## config.mk

```make
export PLATFORM = sky130hd
export DESIGN_NAME = sof_length_frame_deframer
export DESIGN_NICKNAME = d
export VERILOG_FILES = /design/src/rtl/slfd_pkg.sv /design/src/rtl/sof_length_frame_deframer.sv /design/src/rtl/slfd_in_stage.sv /design/src/rtl/slfd_core.sv /design/src/rtl/slfd_out_reg.sv
export VERILOG_INCLUDE_DIRS = /design/src /design/src/rtl
export SDC_FILE = /design/constraint.sdc
export NUM_CORES = 1
export LEC_CHECK = 0
export ABC_CLOCK_PERIOD_IN_PS = 5800
export BUFFER_PORTS_ARGS = -buffer_cell sky130_fd_sc_hd__buf_4
export CAP_MARGIN = 20
export CORE_ASPECT_RATIO = 1.25
export CORE_MARGIN = 2
export CORE_UTILIZATION = 60
export CTS_CLUSTER_DIAMETER = 40
export DETAILED_ROUTE_END_ITERATION = 7
export GPL_ROUTABILITY_DRIVEN = 0
export GPL_TIMING_DRIVEN = 0
export PLACE_DENSITY = 0.84
export SETUP_SLACK_MARGIN = 0.15
export SLEW_MARGIN = 15
export SYNTH_ARGS = -nofsm -noshare
export SYNTH_HDL_FRONTEND = slang
export SYNTH_HIERARCHICAL = 1
export SYNTH_SLANG_ARGS = --single-unit
```

## constraint.sdc

```tcl
create_clock -name clock -period 5.8 [get_ports clock]
set_clock_uncertainty 0.2 [all_clocks]
set_input_delay 1.16 -clock clock [delete_from_list [all_inputs] [get_ports clock]]
set_output_delay 1.16 -clock clock [all_outputs]
set_load 0.005 [all_outputs]
```

## src/rtl/sof_length_frame_deframer_defines.svh

```systemverilog
// assertion helpers shared by the deframer rtl
`ifndef SOF_LENGTH_FRAME_DEFRAMER_DEFINES_SVH
`define SOF_LENGTH_FRAME_DEFRAMER_DEFINES_SVH

`ifndef NO_ASSERTIONS

// checked on every clock edge outside reset
`define SLFD_ASSERT(name, prop, msg) \
   name: assert property (@(posedge clock) disable iff (reset) (prop)) else $error(msg);

// checked on every clock edge, reset included
`define SLFD_ASSERT_ALWAYS(name, prop, msg) \
   name: assert property (@(posedge clock) (prop)) else $error(msg);

`else

`define SLFD_ASSERT(name, prop, msg)
`define SLFD_ASSERT_ALWAYS(name, prop, msg)

`endif

`endif

```

## src/rtl/slfd_pkg.sv

```systemverilog
package slfd_pkg;

   localparam int BYTE_W  = 8;
   localparam int WORD_W  = 16;
   localparam int PHASE_W = 3;

   // frame parser phases
   localparam logic [PHASE_W-1:0] PH_SOF_HI = 3'd0;
   localparam logic [PHASE_W-1:0] PH_SOF_LO = 3'd1;
   localparam logic [PHASE_W-1:0] PH_LEN_HI = 3'd2;
   localparam logic [PHASE_W-1:0] PH_LEN_LO = 3'd3;
   localparam logic [PHASE_W-1:0] PH_DATA   = 3'd4;

   typedef struct packed {
      logic              vld;
      logic [BYTE_W-1:0] payload_byte;
      logic [WORD_W-1:0] byte_index;
      logic [WORD_W-1:0] frame_length;
      logic              last_of_frame;
      logic              empty_frame;
   } slfd_result_type;

endpackage

```

## src/rtl/sof_length_frame_deframer.sv

```systemverilog
// Length-prefixed frame deframer. Received bytes enter on the req_ channel, one per
// transfer; the block hunts for the two-byte start word set through csr_wr_data (bits 15..8
// first), then reads a 16-bit big-endian payload length and sends every payload byte out
// on the rsp_ channel with its index, the declared length and a last-of-frame flag. A
// declared length of zero gives one result with empty_frame and last_of_frame set and
// zero payload. Header bytes produce no result. Throughput is one byte per clock while the
// result register is not held by rsp_stall: a one-byte input register feeds combinational
// parser logic into a one-entry result register that holds each result. The input side is
// stalled only while a result is due and the result register is still held by rsp_stall.
// The start word resets to zero and should be written only while no frame is in flight.
`include "sof_length_frame_deframer_defines.svh"

module sof_length_frame_deframer (
   input  logic                        clock,
   input  logic                        reset,
   // start word register
   input  logic                        csr_wr_en,
   input  logic [slfd_pkg::WORD_W-1:0] csr_wr_data,
   // received bytes
   input  logic                        req_valid,
   output logic                        req_stall,
   input  logic [slfd_pkg::BYTE_W-1:0] req_rx_byte,
   // payload results
   output logic                        rsp_valid,
   input  logic                        rsp_stall,
   output logic [slfd_pkg::BYTE_W-1:0] rsp_payload_byte,
   output logic [slfd_pkg::WORD_W-1:0] rsp_byte_index,
   output logic [slfd_pkg::WORD_W-1:0] rsp_frame_length,
   output logic                        rsp_last_of_frame,
   output logic                        rsp_empty_frame
);
   import slfd_pkg::*;

   logic              in_vld;
   logic [BYTE_W-1:0] in_byte;
   logic              out_free;
   logic              advance;
   slfd_result_type   res;

   // a byte moves through the parser when it has nowhere to go (header byte)
   // or when the result register can take its result this edge
   assign advance = in_vld && (!res.vld || out_free);

   slfd_in_stage u_in_stage (
      .clock       (clock),
      .reset       (reset),
      .req_valid   (req_valid),
      .req_stall   (req_stall),
      .req_rx_byte (req_rx_byte),
      .advance     (advance),
      .in_vld      (in_vld),
      .in_byte     (in_byte)
   );

   // start word, phase, length and count live here
   slfd_core u_core (
      .clock       (clock),
      .reset       (reset),
      .csr_wr_en   (csr_wr_en),
      .csr_wr_data (csr_wr_data),
      .in_vld      (in_vld),
      .in_byte     (in_byte),
      .advance     (advance),
      .res         (res)
   );

   slfd_out_reg u_out_reg (
      .clock             (clock),
      .reset             (reset),
      .res               (res),
      .advance           (advance),
      .out_free          (out_free),
      .rsp_valid         (rsp_valid),
      .rsp_stall         (rsp_stall),
      .rsp_payload_byte  (rsp_payload_byte),
      .rsp_byte_index    (rsp_byte_index),
      .rsp_frame_length  (rsp_frame_length),
      .rsp_last_of_frame (rsp_last_of_frame),
      .rsp_empty_frame   (rsp_empty_frame)
   );

   // the input side only stalls when a byte is already held
   `SLFD_ASSERT(a_stall_needs_held_byte, req_stall |-> in_vld, "input stalled with empty input register")

endmodule

```

## src/rtl/slfd_in_stage.sv

```systemverilog
module slfd_in_stage (
   input  logic                      clock,
   input  logic                      reset,
   input  logic                      req_valid,
   output logic                      req_stall,
   input  logic [slfd_pkg::BYTE_W-1:0] req_rx_byte,
   input  logic                      advance,
   output logic                      in_vld,
   output logic [slfd_pkg::BYTE_W-1:0] in_byte
);
   import slfd_pkg::*;

   logic              in_vld_ff;
   logic              in_vld_in;
   logic [BYTE_W-1:0] in_byte_ff;
   logic [BYTE_W-1:0] in_byte_in;
   logic              take;

   // held byte leaves this cycle or the slot is empty
   assign req_stall = in_vld_ff && !advance;
   assign take      = req_valid && !req_stall;

   always_comb begin
      in_vld_in  = in_vld_ff;
      in_byte_in = in_byte_ff;
      if (take) begin
         in_vld_in  = 1'b1;
         in_byte_in = req_rx_byte;
      end else if (advance) begin
         in_vld_in = 1'b0;
      end
   end

   always_ff @(posedge clock) begin
      if (reset) begin
         in_vld_ff <= 1'b0;
      end else begin
         in_vld_ff <= in_vld_in;
      end
      in_byte_ff <= in_byte_in;
   end

   assign in_vld  = in_vld_ff;
   assign in_byte = in_byte_ff;

endmodule

```

## src/rtl/slfd_core.sv

```systemverilog
`include "sof_length_frame_deframer_defines.svh"

module slfd_core (
   input  logic                        clock,
   input  logic                        reset,
   input  logic                        csr_wr_en,
   input  logic [slfd_pkg::WORD_W-1:0] csr_wr_data,
   input  logic                        in_vld,
   input  logic [slfd_pkg::BYTE_W-1:0] in_byte,
   input  logic                        advance,
   output slfd_pkg::slfd_result_type   res
);
   import slfd_pkg::*;

   logic [WORD_W-1:0]  start_word_ff;
   logic [PHASE_W-1:0] phase_ff;
   logic [PHASE_W-1:0] phase_in;
   logic [WORD_W-1:0]  len_ff;
   logic [WORD_W-1:0]  len_in;
   logic [WORD_W-1:0]  count_ff;
   logic [WORD_W-1:0]  count_in;
   logic [BYTE_W-1:0]  sof_hi;
   logic [BYTE_W-1:0]  sof_lo;
   logic [WORD_W:0]    count_inc;
   logic [WORD_W-1:0]  full_len;

   assign sof_hi    = start_word_ff[WORD_W-1:BYTE_W];
   assign sof_lo    = start_word_ff[BYTE_W-1:0];
   assign count_inc = {1'b0, count_ff} + {{WORD_W{1'b0}}, 1'b1};
   assign full_len  = {len_ff[BYTE_W-1:0], in_byte};

   always_comb begin
      phase_in = phase_ff;
      len_in   = len_ff;
      count_in = count_ff;
      res      = '0;
      case (phase_ff)
         PH_SOF_LO: begin
            if (in_byte == sof_lo) begin
               phase_in = PH_LEN_HI;
            end else if (in_byte != sof_hi) begin
               phase_in = PH_SOF_HI;
            end
         end
         PH_LEN_HI: begin
            len_in   = {{(WORD_W-BYTE_W){1'b0}}, in_byte};
            phase_in = PH_LEN_LO;
         end
         PH_LEN_LO: begin
            len_in   = full_len;
            count_in = '0;
            if (full_len == '0) begin
               // zero length: one empty-frame result, straight back to hunting
               phase_in          = PH_SOF_HI;
               res.vld           = 1'b1;
               res.last_of_frame = 1'b1;
               res.empty_frame   = 1'b1;
            end else begin
               phase_in = PH_DATA;
            end
         end
         PH_DATA: begin
            count_in          = count_inc[WORD_W-1:0];
            res.vld           = 1'b1;
            res.payload_byte  = in_byte;
            res.byte_index    = count_ff;
            res.frame_length  = len_ff;
            res.last_of_frame = (count_inc == {1'b0, len_ff});
            if (res.last_of_frame) begin
               phase_in = PH_SOF_HI;
            end
         end
         default: begin
            phase_in = (in_byte == sof_hi) ? PH_SOF_LO : PH_SOF_HI;
         end
      endcase
      if (!in_vld) begin
         res.vld = 1'b0;
      end
   end

   always_ff @(posedge clock) begin
      if (reset) begin
         start_word_ff <= '0;
         phase_ff      <= PH_SOF_HI;
         len_ff        <= '0;
         count_ff      <= '0;
      end else begin
         if (csr_wr_en) begin
            start_word_ff <= csr_wr_data;
         end
         if (advance) begin
            phase_ff <= phase_in;
            len_ff   <= len_in;
            count_ff <= count_in;
         end
      end
   end

   `SLFD_ASSERT(a_data_count_in_range, (phase_ff == PH_DATA) |-> (count_ff < len_ff), "payload count reached declared length while in payload phase")
   `SLFD_ASSERT(a_empty_is_last, (res.vld && res.empty_frame) |-> (res.last_of_frame && res.frame_length == '0), "empty frame result not marked last with zero length")

endmodule

```

## src/rtl/slfd_out_reg.sv

```systemverilog
`include "sof_length_frame_deframer_defines.svh"

module slfd_out_reg (
   input  logic                        clock,
   input  logic                        reset,
   input  slfd_pkg::slfd_result_type   res,
   input  logic                        advance,
   output logic                        out_free,
   output logic                        rsp_valid,
   input  logic                        rsp_stall,
   output logic [slfd_pkg::BYTE_W-1:0] rsp_payload_byte,
   output logic [slfd_pkg::WORD_W-1:0] rsp_byte_index,
   output logic [slfd_pkg::WORD_W-1:0] rsp_frame_length,
   output logic                        rsp_last_of_frame,
   output logic                        rsp_empty_frame
);
   import slfd_pkg::*;

   logic            vld_ff;
   logic            vld_in;
   slfd_result_type data_ff;
   slfd_result_type data_in;
   logic            load;

   assign out_free = !vld_ff || !rsp_stall;
   assign load     = advance && res.vld;

   always_comb begin
      data_in = data_ff;
      vld_in  = vld_ff;
      if (load) begin
         data_in = res;
         vld_in  = 1'b1;
      end else if (!rsp_stall) begin
         vld_in = 1'b0;
      end
   end

   always_ff @(posedge clock) begin
      if (reset) begin
         vld_ff <= 1'b0;
      end else begin
         vld_ff <= vld_in;
      end
      data_ff <= data_in;
   end

   assign rsp_valid         = vld_ff;
   assign rsp_payload_byte  = data_ff.payload_byte;
   assign rsp_byte_index    = data_ff.byte_index;
   assign rsp_frame_length  = data_ff.frame_length;
   assign rsp_last_of_frame = data_ff.last_of_frame;
   assign rsp_empty_frame   = data_ff.empty_frame;

   `SLFD_ASSERT(a_no_overwrite, (vld_ff && rsp_stall) |-> !load, "pending result overwritten while stalled")

endmodule
```

# [Yosys cells after proc, flatten, opt, wreduce, memory -nomap -nowiden]
# Index checks and enable logic that the tools add are counted.
[totals] regBits=103 latchBits=0 ramBits=0 rom_bits=0 in_bits=29 memories=0
[op_classes] n_addsub=1 multipliers=0 n_div=0 order_cmp=0 eq_ne=11 shift=0 n_mux=17 bitwise=0 n_reduce_logical=18
[ops] op="$pmux W16 S2" n=2
[ops] op="$add A16 B1 Y17 const B" n=1
[ops] op="$eq A17 B16 Y1" n=1
[ops] op="$eq A8 B8 Y1" n=2
[ops] op="$logic_not A16 Y1" n=1
[ops] op="$mux W3" n=4
[ops] op="$pmux W3 S4" n=1
[ops] op="$ne A8 B8 Y1" n=1
[ops] op="$mux W1" n=7
[ops] op="$eq A3 B2 Y1 const B" n=2
[ops] op="$reduce_bool A2 Y1" n=3
[ops] op="$logic_not A1 Y1" n=5
[ops] op="$logic_and A1 B1 Y1" n=4
[ops] op="$ne A2 B1 Y1 const B" n=2
[ops] op="$pmux W1 S2" n=2
[ops] op="$reduce_and A2 Y1" n=2
[ops] op="$eq A3 B1 Y1 const B" n=1
[ops] op="$eq A3 B3 Y1 const B" n=1
[ops] op="$ne A3 B1 Y1 const B" n=1
[ops] op="$reduce_and A3 Y1" n=1
[ops] op="$logic_or A1 B1 Y1" n=2
[ops] op="$mux W2" n=1

# [Longest topological paths before layout]
[logic_depth] word_depth=12 ltp_mapped=12 mapped_depth_nobuf=9

# [By module]
# Netlist, hierarchy kept.
[modules_own_cells] mod="slfd_core" n_inst=1 cells_per_inst=415 area_per_inst_um2=3180.6
[modules_own_cells] mod="slfd_out_reg" n_inst=1 cells_per_inst=47 area_per_inst_um2=1303.8
[modules_own_cells] mod="slfd_in_stage" n_inst=1 cells_per_inst=12 area_per_inst_um2=290.3
[modules_own_cells] mod="sof_length_frame_deframer" n_inst=1 cells_per_inst=2 area_per_inst_um2=11.3

# [Worst setup path after synthesis]
# Ideal clock, no wire load.
[synth_timing] path_kind="input-to-reg" start="in rsp_stall" end="reg u_out_reg.data_ff (netlist bit u_out_reg/rsp_byte_index[0]), enable pin" setup_ps=396 t_arrival_ps=2576 setup_slack_ps=2627 path_stages=5 path_buffers=0 path_cell_list="nand2_2 > inv_1 > a21boi_1 > nand2_1 > inv_1"
[synth_via] elab_chain_len=5
[synth_lines] element="from (decl)" line_no="sof_length_frame_deframer.sv:25" source="input logic rsp_stall,"
[synth_lines] element="$logic_not A1 Y1" line_no="slfd_out_reg.sv:25" source="assign out_free = !vld_ff || !rsp_stall;"
[synth_lines] element="$logic_or A1 B1 Y1" line_no="slfd_out_reg.sv:25"
[synth_lines] element="$logic_or A1 B1 Y1" line_no="sof_length_frame_deframer.sv:42" source="assign advance = in_vld && (!res.vld || out_free);"
[synth_lines] element="$logic_and A1 B1 Y1" line_no="sof_length_frame_deframer.sv:42"
[synth_lines] element="net advance" line_no="sof_length_frame_deframer.sv:37" source="logic advance;"
[synth_lines] element="$logic_and A1 B1 Y1" line_no="slfd_out_reg.sv:26" source="assign load = advance && res.vld;"
[synth_lines] element="net u_out_reg.load" line_no="slfd_out_reg.sv:23" source="logic load;"
[synth_lines] element="to (signal assigned)" line_no="slfd_out_reg.sv:45" source="data_ff <= data_in;"
[synth_lines] element="to (decl)" line_no="slfd_out_reg.sv:21" source="slfd_result_type data_ff;"
# The timed path passes the listed nets, and every way through them passes these cells.
# A chain may end at the register's enable or synchronous reset.

==> qor.tcl <==
set qor(cts_tree) {built}
set qor(ctsHtreeMaxLevel) 3
set qor(layout_commonest_cell) {buf_4}
set qor(yosys_register_bits) 103
set qor(grt_start_max_net_pins) 32
set qor(cellInternalPower_uw) 979
set qor(seq_area_frac_synth) 0.535
set qor(worstPathRequired_ns) 4.44
set qor(placement.io_buffers) 71
set qor(synth_top_area_cell) {edfxtp_1}
set qor(fin_ws_ns) 1.64
set qor(track_usage) 0.254
set qor(wl_per_cell_um) 16.5
set qor(layout_min_cycle_time_ns) 4.16
set qor(first_iter_violations) 322
set qor(maxSlewViolCount) 0
set qor(ys_async_sr_fraction) 0
set qor(criticalPathCategory) {reg2out}
set qor(max_freq_mhz) 241
set qor(timing.setup.tns_ns) 0
set qor(placement_stage_cell_area_mm2) 0.00546
set qor(fp.dieArea_mm2) 0.00871
set qor(top_level_port_count) 73
set qor(post-route-drc-count) 0
set qor(clk_root_buffer_cell) {clkbuf_8}
set qor(tightestPinTransition_ns) 0.698
set qor(nNetsFinal) 589
set qor(critPathArrivalTime_ns) 2.80
set qor(status) {completed}
set qor(clkLatencyLatePin_ns) 0.38
set qor(cts_hold_buffers) 0
set qor(clkPwrFrac) 0.340
set qor(synthToLayoutAreaGrowth_pct) 18.0
set qor(top_library_cells_by_usage_in_the_layout_fill_and_taps_aside) {buf_4, dfxtp_1, edfxtp_1}
set qor(grt_antenna_before_repair) 0
set qor(vdd.ir_drop.worst_mv) 0.187
set qor(via_density_per_instance) 5.90
set qor(timing.max_slew.rel_slack) 0.534
set qor(path_class_of_the_lowest_slack_min_delay_path) {reg2reg}
set qor(fraction_of_final_layout_cells_sized_beyond_drive_strength_1) 0.193
set qor(netlist.area_leader.share) 0.314
set qor(synth.distinct_cells) 48
set qor(coreArea_mm2) 0.00779
set qor(syn_area_per_cell_um2) 10.1
set qor(netlist_area_mm2) 0.00479
set qor(cts.repair.resized) 0
set qor(detailedPlace.worstSlack_ns) 2.15
set qor(grt_setup_unrepaired) {no}
set qor(via_count) 3888
set qor(insertedDiodeCount) 0
set qor(power.share.combinational) 0.043
set qor(detailedPlacementHpwl_mm) 7.77
set qor(initial_cell_density_of_the_core) 0.614
set qor(ys.flop_type) {dfxtp_1}
set qor(synth_enable_flop_cells) 50
set qor(firstDrtPassIters) 5
set qor(numCtsBuffers) 9
set qor(ant_nets) 0
set qor(fillers) 540
set qor(postRouteWirelength_mm) 10.9
set qor(critical_path.max_fanout) 10
set qor(rows) 36
set qor(worst_setup_path_start_kind) {flop}
set qor(final_cell_area_mm2) 0.00565
set qor(die_width_um) 83.9
set qor(clkTransAtPathRegs_ns) 0.09
set qor(min_period_over_period) 0.717
set qor(syn_inst) 476
set qor(total_switching_power_uw) 284
set qor(grt_pass1_wl_mm) 17.4
set qor(netlist_top_cells_area) {edfxtp_1, dfxtp_1, and2_1}
set qor(synth_fp_nets) 506
set qor(report.final.hold_viol_count) 0
set qor(grt.overflow.total) 0
set qor(clock_sinks) 103
set qor(design_power_total_mw) 1.26
set qor(setup-violations-final) 0
set qor(ctsLongestPathBuffers) 2
set qor(yosysWarningCount) 6
set qor(powerDensity_mw_per_mm2) 224
set qor(grt_pass1_vias) 3726
set qor(post-cts-setup-buffer-count) 0
set qor(static-leakage-power_nw) 2.23
set qor(drv.max_cap_violation_count) 0
set qor(die_h_um) 104
set qor(crit_path_end_kind) {output pin}
set qor(seqPwrFrac) 0.617
set qor(power_switching_share) 0.225
[synth_stat cells, types with 2 or more instances]
cell       n
nor4_1     9
nand2_1   38
and3_1     6
inv_1      7
or3_1      6
nor2b_1    3
o21a_1     2
edfxtp_1  50
dfxtp_1   53
a311oi_1   2
nand3b_1   4
buf_2      7
nor2_1    45
nand3_1   15
nor3_1     6
a31oi_1    3
and2_1    40
xor2_1    14
o21ai_0   19
nor4_2     2
or4_1      3
nor4_4     2
o31ai_1    3
nand4_1   14
clkbuf_1  27
mux2i_1   16
a21oi_1   39
xnor2_1   21
[kinds of logic (layout without fill, tap and decap cells)]
logic type | Yosys count | count (layout) | synth area share
xor gates and xnor gates | 35 | 35 | 0.0641
AOI/OAI and AO/OA | 78 | 78 | 0.0949
adders and majority gates | 2 | 2 | 0.00471
muxes | 16 | 16 | 0.0335
buffers and inverters | 42 | 130 | 0.0356
and+or+nand+nor | 200 | 200 | 0.232
DFF | 103 | 103 | 0.535
[metal layers]
metal / track usage / part of all wire / vias up
li1: - / - / 1856
met1: 0.312 / 0.40 / 1835
met2: 0.416 / 0.50 / 161
met3: 0.0603 / 0.071 / 36
met4: 0.129 / 0.032 / 0
met5: 0 / 0 / -
[cell type report]
type / count / area (um^2) / share of cell area
sequential: 103 / 2560 / 0.454
multi-input combinational: 331 / 2050 / 0.364
timing repair buffer: 72 / 553 / 0.0979
clock buffer: 10 / 149 / 0.0264
buffer: 35 / 144 / 0.0255
tap: 95 / 119 / 0.0210
clock inverter: 6 / 41.3 / 0.00731
inverter: 7 / 26.3 / 0.00465
[registers in the layout, summed over array words and instances (netlist names)]
| signal | cells |
|---|---|
| u_core/phase_ff | 3 |
| u_out_reg/rsp_frame_length | 16 |
| u_out_reg/rsp_empty_frame | 1 |
| u_core/len_ff | 16 |
| u_in_stage/in_vld | 1 |
| u_in_stage/in_byte | 8 |
| u_core/start_word_ff | 16 |
| u_out_reg/rsp_payload_byte | 8 |
| u_out_reg/rsp_byte_index | 16 |
| u_core/count_ff | 16 |
| u_out_reg/rsp_valid | 1 |
| u_out_reg/rsp_last_of_frame | 1 |
[path summary, 6_finish.rpt]
path,from,endpoint,slack (ns),cells past startpoint
max reg2reg,u_core/phase_ff[2]$_SDFFE_PP0P_,u_core/count_ff[8]$_SDFFE_PP0P_,2.13,11
min reg2reg,u_out_reg/rsp_valid$_SDFFE_PP0P_,u_out_reg/rsp_valid$_SDFFE_PP0P_,0.28,2
max,u_core/phase_ff[2]$_SDFFE_PP0P_,req_stall,1.64,8
min,u_out_reg/rsp_valid$_SDFFE_PP0P_,u_out_reg/rsp_valid$_SDFFE_PP0P_,0.28,2
[stage by stage]
stage               cells   util  hold WS (ns)
floorplan             476      -         0.252
global placement      642  0.698         0.266
detailed placement    643  0.700         0.267
CTS                   659  0.725         0.281
global route          659  0.725         0.301
finish                659  0.725         0.283
[critical path, stage by stage (launching register included)]
cell and delay (ns):
dfxtp_1 0.40, inv_1 0.11, nor3_1 0.35, clkbuf_1 0.41, clkbuf_1 0.48, o21a_1 0.20, a21boi_1 0.18, nor2b_4 0.17
buf_4 0.12
[power by group through the flow]
| stage | Combinational, mW | Sequential (mW) | Clock (mW) |
|---|---|---|---|
| after detailed placement | 0.0544 | 0.796 | 0 |
| after global routing | 0.0600 | 0.780 | 0.463 |
| after CTS | 0.0546 | 0.779 | 0.435 |
| after global placement | 0.0520 | 0.795 | 0 |
| after floorplan | 0.0325 | 0.791 | 0 |
| final | 0.0548 | 0.779 | 0.429 |
(Power assumes the default switching activity.)
